$ cat config.mk
export PLATFORM = sky130hd
export DESIGN_NAME = sgr_cmdq
export DESIGN_NICKNAME = d
export VERILOG_FILES = /design/src/rtl/sgr_pkg.sv /design/src/rtl/sgr_cmdq.sv
export SDC_FILE = /design/constraint.sdc
export NUM_CORES = 1
export LEC_CHECK = 0
export ABC_AREA = 1
export BUFFER_PORTS_ARGS = -buffer_cell sky130_fd_sc_hd__buf_2
export CAP_MARGIN = 0
export CORE_UTILIZATION = 50
export DETAILED_ROUTE_END_ITERATION = 16
export GPL_ROUTABILITY_DRIVEN = 0
export HOLD_SLACK_MARGIN = 0.02
export PLACE_DENSITY_LB_ADDON = 0.1
export SYNTH_ARGS = -nofsm -noshare
export SYNTH_HDL_FRONTEND = slang
export SYNTH_SLANG_ARGS = --single-unit
$ cat constraint.sdc
create_clock -name clk -period 6.5 [get_ports clk]
set_input_delay 1.3 -clock clk [delete_from_list [all_inputs] [get_ports clk]]
set_output_delay 1.3 -clock clk [all_outputs]
set_load 0.02 [all_outputs]
$ cat src/rtl/sgr_pkg.sv
// Shared types, constants and the 5x7 glyph table for the scaled glyph text renderer.
// No dependencies; every other file in rtl/ except sgr_checker refers to this package by scoped name.
`default_nettype none

package sgr_pkg;

    localparam int FRAME_WIDTH_DEF  = 160;
    localparam int FRAME_HEIGHT_DEF = 80;
    localparam int MAX_SCALE_DEF    = 4;

    localparam int POS_W        = 12;
    localparam int PIX_W        = 16;
    localparam int COORD_W      = 14;
    localparam int SCALE_W      = 4;
    localparam int OFF_W        = 6;
    localparam int CELL_ADVANCE = 6;
    localparam int GLYPH_COLS   = 5;
    localparam int GLYPH_ROWS   = 7;
    localparam int GLYPH_COUNT  = 36;
    localparam int GLYPH_BITS   = 40;
    localparam int DIGIT_COUNT  = 10;
    localparam int CURSOR_MAX   = 2047;
    localparam int CMDQ_DEPTH   = 2;

    localparam logic [7:0] CHAR_ZERO = 8'h30;
    localparam logic [7:0] CHAR_NINE = 8'h39;
    localparam logic [7:0] CHAR_A    = 8'h41;
    localparam logic [7:0] CHAR_Z    = 8'h5a;

    localparam logic [1:0] OP_DRAW  = 2'd0;
    localparam logic [1:0] OP_READ  = 2'd1;
    localparam logic [1:0] OP_CLEAR = 2'd2;

    // byte c holds glyph column c, bit r of it lights row r
    localparam logic [GLYPH_BITS-1:0] GLYPH_ROM [GLYPH_COUNT] = '{
        40'h3e_45_49_51_3e, 40'h00_40_7f_42_00, 40'h46_49_51_61_42, 40'h31_4b_45_41_21,
        40'h10_7f_12_14_18, 40'h39_45_45_45_27, 40'h30_49_49_4a_3c, 40'h03_05_09_71_01,
        40'h36_49_49_49_36, 40'h1e_29_49_49_06, 40'h7e_11_11_11_7e, 40'h36_49_49_49_7f,
        40'h22_41_41_41_3e, 40'h1c_22_41_41_7f, 40'h41_49_49_49_7f, 40'h01_09_09_09_7f,
        40'h7a_49_49_41_3e, 40'h7f_08_08_08_7f, 40'h00_41_7f_41_00, 40'h01_3f_41_40_20,
        40'h41_22_14_08_7f, 40'h40_40_40_40_7f, 40'h7f_02_0c_02_7f, 40'h7f_10_08_04_7f,
        40'h3e_41_41_41_3e, 40'h06_09_09_09_7f, 40'h5e_21_51_41_3e, 40'h46_29_19_09_7f,
        40'h31_49_49_49_46, 40'h01_01_7f_01_01, 40'h3f_40_40_40_3f, 40'h1f_20_40_20_1f,
        40'h3f_40_38_40_3f, 40'h63_14_08_14_63, 40'h07_08_70_08_07, 40'h43_45_49_51_61
    };

    typedef enum logic [1:0] {
        K_NONE,
        K_DRAW,
        K_READ,
        K_CLEAR
    } kind_t;

    typedef enum logic [2:0] {
        BK_INIT,
        BK_IDLE,
        BK_DRAW,
        BK_CLEAR,
        BK_READ,
        BK_DONE
    } back_state_t;

    typedef struct packed {
        kind_t                     kind;
        logic [GLYPH_BITS-1:0]     glyph;
        logic signed [POS_W-1:0]   x;
        logic signed [POS_W-1:0]   y;
        logic [PIX_W-1:0]          word;
        logic [SCALE_W-1:0]        scale;
        logic signed [POS_W-1:0]   cursor;
        logic                      outside;
    } cmd_t;

    typedef struct packed {
        logic full;
        logic empty;
    } cmdq_status_t;

endpackage

`default_nettype wire

$ cat src/rtl/sgr_cmdq.sv
// Two-entry command queue between the front end and the pixel engine.
// Depends on sgr_pkg for cmd_t and the status struct.
`default_nettype none

module sgr_cmdq (
    input  wire logic                  clk,
    input  wire logic                  rst_n,
    input  wire logic                  push,
    input  wire sgr_pkg::cmd_t         cmd_in,
    input  wire logic                  pop,
    output      sgr_pkg::cmd_t         cmd_out,
    output      sgr_pkg::cmdq_status_t q_stat
);

    localparam int PTR_W = $clog2(sgr_pkg::CMDQ_DEPTH);

    sgr_pkg::cmd_t      entry_reg [sgr_pkg::CMDQ_DEPTH];
    logic [PTR_W-1:0]   wr_ptr_reg;
    logic [PTR_W-1:0]   wr_ptr_next;
    logic [PTR_W-1:0]   rd_ptr_reg;
    logic [PTR_W-1:0]   rd_ptr_next;
    logic [PTR_W:0]     count_reg;
    logic [PTR_W:0]     count_next;

    assign q_stat.full  = (count_reg == (PTR_W + 1)'(sgr_pkg::CMDQ_DEPTH));
    assign q_stat.empty = (count_reg == '0);
    assign cmd_out      = entry_reg[rd_ptr_reg];

    always_comb
    begin
        wr_ptr_next = push ? wr_ptr_reg + 1'b1 : wr_ptr_reg;
        rd_ptr_next = pop ? rd_ptr_reg + 1'b1 : rd_ptr_reg;
        count_next  = count_reg + (PTR_W + 1)'(push) - (PTR_W + 1)'(pop);
    end

    always_ff @(posedge clk or negedge rst_n)
    begin
        if (!rst_n)
        begin
            wr_ptr_reg <= '0;
            rd_ptr_reg <= '0;
            count_reg  <= '0;
        end
        else
        begin
            wr_ptr_reg <= wr_ptr_next;
            rd_ptr_reg <= rd_ptr_next;
            count_reg  <= count_next;
        end
    end

    always_ff @(posedge clk)
    begin
        if (push)
            entry_reg[wr_ptr_reg] <= cmd_in;
    end

endmodule

`default_nettype wire

Word-level counts from Yosys, hierarchy flattened
Memory sizes are Yosys's and may differ from the RTL's.
Cells that the tools add are included.
{"block": "word_totals", "wordCells": 12, "mem_count": 1, "ff_bits": 4, "mem_bits_rw": 198, "output_inout_bits": 101}
{"name": "entry_reg", "depth": 2, "word_bits": 99, "rd": 1, "rd_ports_with_merged_regs": 0, "write_ports": 1, "line_no": "sgr_cmdq.sv:17", "source": "sgr_pkg::cmd_t entry_reg [sgr_pkg::CMDQ_DEPTH];"}
{"block": "op_classes", "n_eq_ne": 1, "mux": 2, "n_addsub": 4, "reduce_logical": 1}
{"cell": "adder 1 bit, second input constant", "n": 2}
{"cell": "adder 2 x 1 -> 2 bit", "n": 1}
{"cell": "== test 2 bit, second input constant", "n": 1}
{"cell": "zero test 2 bit", "n": 1}
{"cell": "two-way mux 1 bit", "n": 2}
{"cell": "subtractor 2 x 1 -> 2 bit", "n": 1}

Logic depth before layout (Yosys ltp)
{"block": "depth", "depth_word": 2, "depth_mapped": 7, "ltp_nobuf": 7}

Least setup slack after synthesis
Ideal clock, no wire load.
{"block": "synth_timing", "kind": "input-to-reg", "startpoint": "input port push", "endpoint": "memory entry_reg[0][0] in the netlist's numbering (enable)", "path_buffers": 0, "required_ns": 5.940, "setup_time_ns": 0.560, "t_arrival_ns": 5.484, "stages": 2, "path_slack_ns": 0.456, "path_cell_list": "inv_1 -> nor2_1"}
{"block": "synth_via", "elab_chain_cells": 2}
{"item": "from (decl)", "line_no": "sgr_cmdq.sv:8", "source": "input wire logic push,"}
{"item": "two-way mux 1 bit", "line_no": "sgr_cmdq.sv:54", "source": "if (push)"}
{"item": "two-way mux 1 bit (not written as such)", "line_no": "sgr_cmdq.sv:55", "source": "entry_reg[wr_ptr_reg] <= cmd_in;"}
{"item": "to (decl)", "line_no": "sgr_cmdq.sv:17"}
No other way between the ends.

==> summary.txt <==
Logic synthesis
  • Sequential area share after synthesis: 78.0%
  • Mapped cell area: 7750 µm²
  • Synthesized flop and latch total: 202
  • Cells after Synth: 542
  • Syn Nets: 647
  • Synth warn: 0
  • EDFF count, synth: 198
  • Main synth FF type: edfxtp_1
  • Async SR Flop Fraction: 1.98%
  • Syn avg cell area: 14.3 µm²
  • Synth cell types: 17

STA
  • Fin crit share: 55.4%
  • Fin. max-slew vios: 0
  • Setup ws final: 2.90 ns
  • Fmax: 278 MHz
  • Final Skew: 0.00782 ns
  • Max-slew headroom: 24.0%
  • Fin. Hold Viols: 0
  • Worst slew pin tran: 1.14 ns
  • Setup Total Neg Slack: 0 ns
  • Final min period: 3.60 ns
  • Final setup fails: 0
  • Unrepaired setup endpoints after global routing: no

Clocking
  • Worst skew pair latency: 0.48 ns
  • TritonCTS clock tree: yes
  • CTS Hold Bufs: 0
  • H-tree depth: 1
  • Max clock buf depth: 3
  • Clk slew on worst S/H paths: 0.06 ns
  • Post-CTS Setup Bufs: 0
  • CTS sink count: 202
  • CTS buffer count: 21
  • CTS root buf: clkbuf_16
  • Post-cts sizing count: 0

Power
  • Leakage Power: 4.03 nW
  • Pwr dens: 458 nW/µm²
  • Max VDD drop: 0.301 mV

Setup path
  • CP peak stage delay: 0.84 ns
  • Register-to-Register Path Depth: 3
  • RR Startpoint: wr_ptr_reg$_DFFE_PN0P_
  • CP Launch Type: flop
  • Worst Setup End Kind: output pin
  • Crit-path max FO: 118
  • Crit-path cells: buf_4, o21ai_0, buf_2
  • Worst path buffer plus inverter count: 2
  • Reg2reg setup slack: 4.41 ns
  • Worst r2r dst: entry_reg[1][66]$_DFFE_PP_
  • Critical path's top delay family: buffers and inverters
  • CP arrival: 2.30 ns
  • Slowest-stage cell, CP: buf_4
  • Crit path required time: 5.20 ns
  • CP Class: flop to output pin

Die
  • Io pins: 204
  • Die Wd: 126 µm
  • Initial core utilization: 51.2%
  • Site Rows: 45
  • Die H: 126 µm
  • DIE AREA: 16000 µm²
  • Core area: 15100 µm²

Route
  • Initial DRC count: 216
  • Drt first pass iters: 6
  • DRT antenna net count: 0
  • Vias per cell: 4.76
  • Mean routed wirelength per cell: 14.2 µm
  • DRC Markers: 0
  • Vias: 4518
  • Routed WL: 13500 µm

Run
  • Max-Cap Viols: 0

Worst hold path
  • Worst Hold Path Cells: 1
  • Min-Delay Startpoint: wr_ptr_reg$_DFFE_PN0P_
  • Worst Hold End: wr_ptr_reg$_DFFE_PN0P_
  • Hold Crit Class: flop to flop

Global routing
  • Vias in the first global route: 4392
  • Initial antenna violation count: 0
  • Pin count of the biggest net entering global routing: 119
  • First-pass GRT wire length: 21000 µm
  • Aggregate global routing overflow: 0
  • GRT Util Overall: 16.9%

Final layout
  • Multi-input logic area: 1030 µm²
  • Layout cell share with drive strength beyond 1: 33.2%
  • Diodes inserted: 0
  • Synthesis-to-layout area growth: 20.9%
  • Seq. cell area: 6050 µm²
  • Final-stage net count: 856
  • Util after Layout: 61.9%
  • Largest register FFs: 198
  • Fillers: 1189

Run status
  • Run status: finished clean

Placement
  • Pre-CTS WS: 3.36 ns
  • Detailed placement HPWL: 8760 µm
  • IO buf count: 203
routing by layer:
| metal | vias to the layer above | global-route usage (%) | part of all wire (%) |
|---|---|---|---|
| met1 | 2107 | 20.5 | 42 |
| met4 | 0 | 5.53 | 1.8 |
| met5 | - | 0 | 0 |
| met2 | 140 | 28.8 | 48 |
| li1 | 2247 | - | - |
| met3 | 24 | 5.27 | 8.4 |
layout make-up:
class	instances	share of cell area (%)
multi-input cells	212	11.0
flip-flops and latches	202	64.6
clock inverters	7	0.574
inverters	106	4.27
clock buffers	27	5.85
repair buffers	208	11.2
well taps	188	2.51
power breakdown:
group	internal (W)	switching, W
clock network	0.000627	0.000435
logic	0.000402	0.00103
registers	0.00173	0.0000586
synthesized netlist by cell type, types with 2 or more instances:
master | n | share of area (%)
o21ai_2 | 19 | 2.1
ha_1 | 2 | 0.32
inv_1 | 106 | 5.1
nor2_1 | 3 | 0.15
o21ai_0 | 63 | 4.1
edfxtp_1 | 198 | 77
xor2_1 | 2 | 0.23
dfrtp_1 | 4 | 1.3
o21ai_1 | 17 | 1.1
buf_12 | 11 | 2.8
nand2_1 | 105 | 5.1
clkbuf_1 | 7 | 0.34
worst max-delay path by stage:
stage,from,to,slack [ns],depth (start not counted)
floorplan,push,entry_reg[0][0]$_DFFE_PP_,0.46,2
global placement,push,entry_reg[1][68]$_DFFE_PP_,3.38,4
detailed placement,rd_ptr_reg$_DFFE_PN0P_,cmd_out[58],3.36,3
CTS,rd_ptr_reg$_DFFE_PN0P_,cmd_out[58],2.85,3
global route,rd_ptr_reg$_DFFE_PN0P_,cmd_out[63],2.71,3
finish,rd_ptr_reg$_DFFE_PN0P_,cmd_out[58],2.90,3
through the flow:
step	hold WS (ns)	instance area [µm²]	total power (W)	std cells
floorplan	0.463	7750	0.00295	542
global placement	0.533	8770	0.00325	916
detailed placement	0.541	8770	0.00328	916
CTS	0.550	9370	0.00435	950
global route	0.580	9370	0.00452	950
finish	0.544	9370	0.00429	950
kinds of logic after synthesis:
family | count (synthesis) | synth area share [%]
AO/OA/AOI/OAI | 99 | 7.31
XOR/XNOR | 2 | 0.226
adder cells (fa/ha/maj) | 2 | 0.323
flip-flops | 202 | 78.0
AND/OR/NAND/NOR | 109 | 5.30
buffers and inverters | 128 | 8.82
placed cells by master, fill, tap and decap left out, types with 2 or more instances in the layout:
| master | instances |
|---|---|
| clkinv_1 | 5 |
| o21ai_2 | 19 |
| inv_1 | 105 |
| o21ai_0 | 63 |
| ha_1 | 2 |
| buf_4 | 5 |
| dfrtp_1 | 3 |
| edfxtp_1 | 198 |
| buf_2 | 203 |
| clkbuf_1 | 6 |
| xor2_1 | 2 |
| nand2_1 | 105 |
| nor2_1 | 2 |
| clkbuf_16 | 21 |
| o21ai_1 | 17 |
Note: power is estimated with default switching activity, not from simulation.
