**config.mk**
```make
export PLATFORM = sky130hd
export DESIGN_NAME = sgr_front
export DESIGN_NICKNAME = d
export VERILOG_FILES = /design/src/rtl/sgr_pkg.sv /design/src/rtl/sgr_front.sv
export SDC_FILE = /design/constraint.sdc
export NUM_CORES = 1
export LEC_CHECK = 0
export BUFFER_PORTS_ARGS = -buffer_cell sky130_fd_sc_hd__buf_2
export CAP_MARGIN = 20
export CORE_MARGIN = 4
export CORE_UTILIZATION = 45
export CTS_BUF_LIST = sky130_fd_sc_hd__clkbuf_16
export CTS_CLUSTER_DIAMETER = 120
export CTS_CLUSTER_SIZE = 16
export DETAILED_ROUTE_END_ITERATION = 7
export PLACE_DENSITY = 0.79
export SETUP_SLACK_MARGIN = 0.1
export SYNTH_ARGS = -nofsm -noshare
export SYNTH_HDL_FRONTEND = slang
export SYNTH_SLANG_ARGS = --single-unit
```
**constraint.sdc**
```tcl
create_clock -name clk -period 3.89 [get_ports clk]
set_clock_uncertainty 0.05 [all_clocks]
set_input_delay 0.389 -clock clk [delete_from_list [all_inputs] [get_ports clk]]
set_output_delay 0.389 -clock clk [all_outputs]
set_load 0.01 [all_outputs]
```
**src/rtl/sgr_pkg.sv**
```systemverilog
// Shared types, constants and the 5x7 glyph table for the scaled glyph text renderer.
// No dependencies; every other file in rtl/ except sgr_checker refers to this package by scoped name.
`default_nettype none

package sgr_pkg;

    localparam int FRAME_WIDTH_DEF  = 160;
    localparam int FRAME_HEIGHT_DEF = 80;
    localparam int MAX_SCALE_DEF    = 4;

    localparam int POS_W        = 12;
    localparam int PIX_W        = 16;
    localparam int COORD_W      = 14;
    localparam int SCALE_W      = 4;
    localparam int OFF_W        = 6;
    localparam int CELL_ADVANCE = 6;
    localparam int GLYPH_COLS   = 5;
    localparam int GLYPH_ROWS   = 7;
    localparam int GLYPH_COUNT  = 36;
    localparam int GLYPH_BITS   = 40;
    localparam int DIGIT_COUNT  = 10;
    localparam int CURSOR_MAX   = 2047;
    localparam int CMDQ_DEPTH   = 2;

    localparam logic [7:0] CHAR_ZERO = 8'h30;
    localparam logic [7:0] CHAR_NINE = 8'h39;
    localparam logic [7:0] CHAR_A    = 8'h41;
    localparam logic [7:0] CHAR_Z    = 8'h5a;

    localparam logic [1:0] OP_DRAW  = 2'd0;
    localparam logic [1:0] OP_READ  = 2'd1;
    localparam logic [1:0] OP_CLEAR = 2'd2;

    // byte c holds glyph column c, bit r of it lights row r
    localparam logic [GLYPH_BITS-1:0] GLYPH_ROM [GLYPH_COUNT] = '{
        40'h3e_45_49_51_3e, 40'h00_40_7f_42_00, 40'h46_49_51_61_42, 40'h31_4b_45_41_21,
        40'h10_7f_12_14_18, 40'h39_45_45_45_27, 40'h30_49_49_4a_3c, 40'h03_05_09_71_01,
        40'h36_49_49_49_36, 40'h1e_29_49_49_06, 40'h7e_11_11_11_7e, 40'h36_49_49_49_7f,
        40'h22_41_41_41_3e, 40'h1c_22_41_41_7f, 40'h41_49_49_49_7f, 40'h01_09_09_09_7f,
        40'h7a_49_49_41_3e, 40'h7f_08_08_08_7f, 40'h00_41_7f_41_00, 40'h01_3f_41_40_20,
        40'h41_22_14_08_7f, 40'h40_40_40_40_7f, 40'h7f_02_0c_02_7f, 40'h7f_10_08_04_7f,
        40'h3e_41_41_41_3e, 40'h06_09_09_09_7f, 40'h5e_21_51_41_3e, 40'h46_29_19_09_7f,
        40'h31_49_49_49_46, 40'h01_01_7f_01_01, 40'h3f_40_40_40_3f, 40'h1f_20_40_20_1f,
        40'h3f_40_38_40_3f, 40'h63_14_08_14_63, 40'h07_08_70_08_07, 40'h43_45_49_51_61
    };

    typedef enum logic [1:0] {
        K_NONE,
        K_DRAW,
        K_READ,
        K_CLEAR
    } kind_t;

    typedef enum logic [2:0] {
        BK_INIT,
        BK_IDLE,
        BK_DRAW,
        BK_CLEAR,
        BK_READ,
        BK_DONE
    } back_state_t;

    typedef struct packed {
        kind_t                     kind;
        logic [GLYPH_BITS-1:0]     glyph;
        logic signed [POS_W-1:0]   x;
        logic signed [POS_W-1:0]   y;
        logic [PIX_W-1:0]          word;
        logic [SCALE_W-1:0]        scale;
        logic signed [POS_W-1:0]   cursor;
        logic                      outside;
    } cmd_t;

    typedef struct packed {
        logic full;
        logic empty;
    } cmdq_status_t;

endpackage

`default_nettype wire

```
**src/rtl/sgr_front.sv**
```systemverilog
// Front end: takes command beats, tracks the text cursor, looks up glyphs, classifies.
// Depends on sgr_pkg; feeds sgr_cmdq.
`default_nettype none

module sgr_front #(
    parameter int FRAME_WIDTH  = sgr_pkg::FRAME_WIDTH_DEF,
    parameter int FRAME_HEIGHT = sgr_pkg::FRAME_HEIGHT_DEF,
    parameter int MAX_SCALE    = sgr_pkg::MAX_SCALE_DEF
) (
    input  wire logic                              clk,
    input  wire logic                              rst_n,
    input  wire logic                              start,
    output      logic                              busy,
    input  wire logic [1:0]                        opcode,
    input  wire logic [7:0]                        char_code,
    input  wire logic                              start_of_text,
    input  wire logic signed [sgr_pkg::POS_W-1:0]  pos_x,
    input  wire logic signed [sgr_pkg::POS_W-1:0]  pos_y,
    input  wire logic [sgr_pkg::PIX_W-1:0]         ink_color,
    input  wire logic [2:0]                        magnify,
    input  wire sgr_pkg::cmdq_status_t             q_stat,
    input  wire logic                              init_busy,
    output      logic                              push,
    output      sgr_pkg::cmd_t                     cmd
);

    logic signed [sgr_pkg::POS_W-1:0] cursor_reg;
    logic signed [sgr_pkg::POS_W-1:0] cursor_next;

    logic [sgr_pkg::SCALE_W-1:0] mag_ext;
    logic [sgr_pkg::SCALE_W-1:0] scale;
    logic [sgr_pkg::POS_W-1:0]   base;
    logic [6:0]                  advance;
    logic [sgr_pkg::POS_W:0]     sum;
    logic [sgr_pkg::POS_W-1:0]   draw_next;
    logic                        is_digit;
    logic                        is_upper;
    logic [5:0]                  glyph_idx;
    logic                        rd_inside;

    assign busy = q_stat.full | init_busy;
    assign push = start & ~busy;

    assign mag_ext = sgr_pkg::SCALE_W'(magnify);

    always_comb
    begin
        if (mag_ext == '0)
            scale = sgr_pkg::SCALE_W'(1);
        else if (mag_ext > sgr_pkg::SCALE_W'(MAX_SCALE))
            scale = sgr_pkg::SCALE_W'(MAX_SCALE);
        else
            scale = mag_ext;
    end

    assign base    = start_of_text ? pos_x : cursor_reg;
    assign advance = 7'(sgr_pkg::CELL_ADVANCE) * 7'(scale);
    assign sum     = {base[sgr_pkg::POS_W-1], base} + (sgr_pkg::POS_W + 1)'(advance);
    // above the cursor limit exactly when the sum is non-negative with bit 11 set
    assign draw_next = (!sum[sgr_pkg::POS_W] && sum[sgr_pkg::POS_W-1]) ?
                       sgr_pkg::POS_W'(sgr_pkg::CURSOR_MAX) : sum[sgr_pkg::POS_W-1:0];

    assign is_digit = (char_code >= sgr_pkg::CHAR_ZERO) && (char_code <= sgr_pkg::CHAR_NINE);
    assign is_upper = (char_code >= sgr_pkg::CHAR_A) && (char_code <= sgr_pkg::CHAR_Z);

    always_comb
    begin
        if (is_digit)
            glyph_idx = 6'(char_code - sgr_pkg::CHAR_ZERO);
        else if (is_upper)
            glyph_idx = 6'(char_code - sgr_pkg::CHAR_A) + 6'(sgr_pkg::DIGIT_COUNT);
        else
            glyph_idx = '0;
    end

    assign rd_inside = !pos_x[sgr_pkg::POS_W-1] && !pos_y[sgr_pkg::POS_W-1]
                    && ($unsigned(pos_x) < sgr_pkg::POS_W'(FRAME_WIDTH))
                    && ($unsigned(pos_y) < sgr_pkg::POS_W'(FRAME_HEIGHT));

    always_comb
    begin
        cursor_next = cursor_reg;
        cmd.kind    = sgr_pkg::K_NONE;
        cmd.glyph   = sgr_pkg::GLYPH_ROM[glyph_idx];
        cmd.x       = pos_x;
        cmd.y       = pos_y;
        cmd.word    = {ink_color[7:0], ink_color[15:8]};
        cmd.scale   = scale;
        cmd.cursor  = cursor_reg;
        cmd.outside = 1'b0;
        unique case (opcode)
            sgr_pkg::OP_DRAW:
            begin
                cmd.kind    = (is_digit || is_upper) ? sgr_pkg::K_DRAW : sgr_pkg::K_NONE;
                cmd.x       = base;
                cmd.cursor  = draw_next;
                cursor_next = draw_next;
            end
            sgr_pkg::OP_READ:
            begin
                cmd.kind    = rd_inside ? sgr_pkg::K_READ : sgr_pkg::K_NONE;
                cmd.outside = !rd_inside;
            end
            sgr_pkg::OP_CLEAR:
            begin
                cmd.kind = sgr_pkg::K_CLEAR;
            end
            default:
            begin
                cmd.kind = sgr_pkg::K_NONE;
            end
        endcase
    end

    always_ff @(posedge clk or negedge rst_n)
    begin
        if (!rst_n)
            cursor_reg <= '0;
        else if (push)
            cursor_reg <= cursor_next;
    end

endmodule

`default_nettype wire

```
Word-level counts from Yosys, hierarchy flattened
Memory sizes are Yosys's and may differ from the RTL's.
Index checks and enable logic that the tools add are counted.
{ "word_totals": {"out_inout_bits": 101, "mem_count": 1, "input_bits": 60, "reg_bits": 12, "rom_bits": 2560} }
{ "classes": {"n_addsub": 4, "mul": 1, "magnitude_cmp": 8, "n_mux": 14, "n_eq_ne": 2, "reduce_logical": 13, "n_bitwise": 4} }
{ "memory_table": {"columns": ["memory", "depth", "word_bits", "rd", "rd_clocked_by_memory_dff", "wr", "line_no", "text"], "rows": [
  ["(no name shown)", 64, 40, 1, 0, 0, "sgr_front.sv:84", "cmd.glyph = sgr_pkg::GLYPH_ROM[glyph_idx];"]
]} }
{ "op_table": {"columns": ["op", "n"], "rows": [
  ["40-bit 2-to-1 mux", 2],
  ["12-bit 2-to-1 mux", 4],
  ["12-bit by 8-bit adder with 13-bit output", 1],
  ["12-bit by 7-bit less-than comparator with 1-bit output, second input constant", 1],
  ["12-bit by 8-bit less-than comparator with 1-bit output, second input constant", 1],
  ["6-bit 2-to-1 mux", 2],
  ["8-bit by 6-bit >= comparator with 1-bit output, second input constant", 1],
  ["8-bit by 7-bit >= comparator with 1-bit output, second input constant", 1],
  ["8-bit by 6-bit less-or-equal comparator with 1-bit output, second input constant", 1],
  ["8-bit by 7-bit less-or-equal comparator with 1-bit output, second input constant", 1],
  ["7-bit >= comparator, second input constant", 1],
  ["6-bit NOT with 7-bit output", 1],
  ["6-bit by 4-bit adder with 6-bit output, second input constant", 1],
  ["1-bit logical AND", 6],
  ["2-bit by 4-bit multiplier with 6-bit output, first input constant", 1],
  ["2-bit one-hot mux with 3 select lines", 1],
  ["6-bit by 1-bit subtractor with 6-bit output, second input constant", 1],
  ["6-bit subtractor, second input constant", 1],
  ["1-bit logical NOT", 4],
  ["4-bit logical NOT", 1],
  ["4-bit 2-to-1 mux", 1],
  ["3-bit greater-than comparator, second input constant", 1],
  ["3-bit 2-to-1 mux", 1],
  ["2-bit by 1-bit equality test with 1-bit output, second input constant", 1],
  ["8 further kinds", 9]
]} }

Logic depth before layout (Yosys ltp)
{ "logic_depth": {"depth_word": 9, "ltp_mapped": 15, "mapped_depth_nobuf": 13} }

Worst setup path before layout
No wires, ideal clock.
{ "synth_timing": {"path_kind": "in2out", "startpoint": "input port start_of_text", "endpoint": "output port cmd[1] in the netlist's numbering", "stages": 13, "slack_ns": -0.118, "arrival_ns": 3.569, "cell_sequence": "buf_2 > buf_1 > buf_1 > mux2_2 > fa_1 > a21o_1 > a21oi_1 > o21bai_1 > mux2i_1 > and3_1 > clkbuf_2 > or3b_1 > o32a_1"} }
{ "synth_lines": {"columns": ["element", "line_no", "text"], "rows": [
  ["start: declaration", "sgr_front.sv:16", "input wire logic start_of_text,"],
  ["end: declaration", "sgr_front.sv:24", "output sgr_pkg::cmd_t cmd"]
]} }

==> impl_metrics.yaml <==
run_status:
  status: "finished clean"
floorplanning:
  fp.dieArea_sq_um: 9791
  rows: 32
  die_w_um: 98.95
  core_sq_um: 7888
  initial_core_util: 0.4719
  die_h_um: 98.95
  io_pins: 161
global_route:
  grt_pass1_vias: 4041
  antenna_found_initial: 0
  grt_first_pass_wirelength_um: 19050
  grt_start_max_net_pins: 39
  gr-total-overflow: 0
  grt.total_usage: 0.2274
cts:
  clock_sinks: 12
  root_buffer: "clkbuf_16"
  clock_latency_ns: 0.25
  cts_buffer_depth: 2
  tritoncts: "done"
  cts_buffers: 3
  htree_levels: 1
  clk_pin_slew_ns: 0.05
job:
  maxCapViolCount: 0
detailed_routing:
  drt_iter0_drc: 331
  firstDrtPassIters: 5
  viasPerCell: 6.310
  routedWlPerCell_um: 17.20
  route.detailed.drc: 0
  ant_nets: 0
  totalWireLength_um: 11940
  dr_total_vias: 4379
critical_path:
  end_kind: "output port"
  worstSetupPathType: "reg2out"
  required_ns: 3.45
  cp_slowest_cell: "fa_1"
  regToRegEndpoint: "cursor_reg[0]"
  crit_path_start_kind: "register"
  r2r_cells: 10
  cp.arrival_ns: 3.24
  cp_cell_sequence: "mux2_2 > ha_1 > fa_1 > a21o_1 > a21oi_1 > o21bai_1 > mux2i_1 > and3_1 > or3b_1 > o32a_1 > buf_2"
  slowest_delay_ns: 0.41
  r2r-start: "cursor_reg[1]"
  reg2reg_slack_ns: 0.95
  cp_max_fo: 4
hold_path:
  hold_depth: 2
  min_to: "cursor_reg[2]"
  hp-start: "cursor_reg[2]"
  hp-class: "reg2reg"
sta:
  setup-violations-final: 0
  max_freq_mhz: 271.5
  rsz0062_at_grt: "yes"
  final_hold_viol_count: 0
  maxSlewHeadroom: 0.3653
  fin_crit_ns: 3.683
  tightest_slew_ns: 0.9448
  final.setup.tns_ns: 0
  maxSlewViolCount: 0
  fin_crit_sh: 0.9468
yosys:
  synthArstFlopShare: 1.000
  yosys.cell_count.top_type: "nand2_1"
  synth.area.mux_share: 0.08101
  ys_ff_latch: 12
  syn_inst: 518
  ys.flop_type: "dfrtp_1"
  yosysWarnings: 0
  yosysTopAreaCell: "ha_1"
  synthXorXnorAreaFrac: 0.02824
  yosys-top-cells-count: "57 x nand2_1, 45 x nor2_1, 44 x a21oi_1"
  synthAdderAreaFrac: 0.1029
  synth_edf_count: 0
  synthSimpleGateAreaFrac: 0.2118
  synth_compound_area_frac: 0.3509
  synth.avg_cell_area_sq_um: 7.186
  synth_area_sq_um: 3722
  synth_top_area_share: 0.09748
  synth_area_leaders: "ha_1 9.7%, dfrtp_1 8.1%, buf_4 7.9%, a21oi_1 5.9%, nand2_1 5.7%"
  synth_top_family_by_area: "compound AO/OA/AOI/OAI gates"
  seq_area_frac_synth: 0.08067
  ys_types: 81
cells_and_area:
  drive_gt1_frac: 0.3209
  largest_reg_flops: 12
  nets: 683
  diodes: 0
  area_growth_pct: 14.49
power:
  p_leak_nw: 2.001
  power_density_nw_per_um2: 243.1
  power_w: 0.001036
  peakVddDrop_mv: 0.2526
placed_design:
  place.gp.congestion: 0.9660
  dp_hpwl_um: 8844
  numPortBuffers: 113
## cell type report
| type | count | area [sq um] |
|---|---|---|
| clock inverters | 1 | 3.754 |
| multi-input cells | 421 | 2917 |
| flip-flops and latches | 12 | 300.3 |
| fillers | 727 | 3626 |
| clock buffers | 3 | 75.07 |
| repair buffers | 139 | 775.7 |
| well taps | 102 | 127.6 |
| inverters | 16 | 62.56 |
## critical path, delay by kind of cell (launching register included)
kind	cells	cell delay (ns)
buf+inv	1	0.14
flops	1	0.39
simple gates	2	0.54
mux	2	0.43
compound gates	4	0.87
fa+ha+maj	2	0.62
## per-layer routing
| metal | GRT usage | part of all wire | wire length [um] | vias to the layer above |
|---|---|---|---|---|
| met5 | 0 | 0 | 0 | - |
| met4 | 0.08718 | 0.030 | 363 | 0 |
| met3 | 0.03326 | 0.10 | 1227 | 57 |
| met2 | 0.3900 | 0.47 | 5671 | 310 |
| met1 | 0.2860 | 0.39 | 4677 | 1996 |
| li1 | - | - | - | 2016 |
## stage by stage
stage                     std cells  worst slack, ns  cell area [sq um]  utilization  hold WS (ns)
final                           694           0.2071               4262       0.5403        0.4551
after global routing            694          0.07924               4262       0.5403        0.4987
after CTS                       689           0.1776               4220       0.5351        0.4571
after detailed placement        684           0.1977               4131       0.5238        0.2505
after global placement          684           0.2958               4131       0.5238        0.2491
after floorplan                 524           0.1133               3747            -       0.04341
## worst max path at each step
stage                  start  endpoint  slack [ns]
2_1_floorplan  start_of_text    cmd[1]        0.11
3_3_place_gp      magnify[2]    cmd[1]        0.30
3_5_place_dp      magnify[2]    cmd[1]        0.20
4_1_cts           magnify[2]    cmd[1]        0.18
5_1_grt        cursor_reg[1]    cmd[1]        0.08
6_report       cursor_reg[1]    cmd[1]        0.21
## logic make-up (layout without fill, tap and decap cells)
| group | after synthesis | in the layout |
|---|---|---|
| AO/OA/AOI/OAI | 178 | 178 |
| AND/OR/NAND/NOR | 166 | 166 |
| buffers and inverters | 91 | 159 |
| adder cells (fa/ha/maj) | 30 | 30 |
| multiplexers | 28 | 28 |
| XOR/XNOR | 12 | 12 |
| flip-flops | 12 | 12 |
| other | 1 | 7 |
## cell usage in the layout, fill, tap and decap left out, types with 5 or more instances in the layout
cell type / n
conb_1: 7
nor3_1: 12
o211ai_1: 6
xor2_1: 6
nand2b_1: 6
and3_1: 7
o221ai_1: 8
ha_1: 29
a21o_1: 5
buf_2: 113
mux2_2: 17
inv_1: 12
mux2i_1: 11
nor2_1: 44
nand3_1: 11
a21oi_1: 43
o21ai_0: 34
buf_4: 24
nand2_1: 57
a221oi_1: 6
xnor2_1: 6
dfrtp_1: 12
## report_power, final
group / leakage, nW / internal, W / switching, W
Clock: 0.0385 / 0.000136 / 0.0000649
Combinational: 1.81 / 0.000270 / 0.000374
Sequential: 0.155 / 0.000159 / 0.0000319
## timing repair
item / CTS / global route
gates resized for setup: 0 / 1
buffers inserted: 0 / 5
endpoints found under the hold margin: 12 / 0
endpoints found under the setup margin: 0 / 5
hold buffers: 1 / 0
Power figures use the tool's default switching activity.
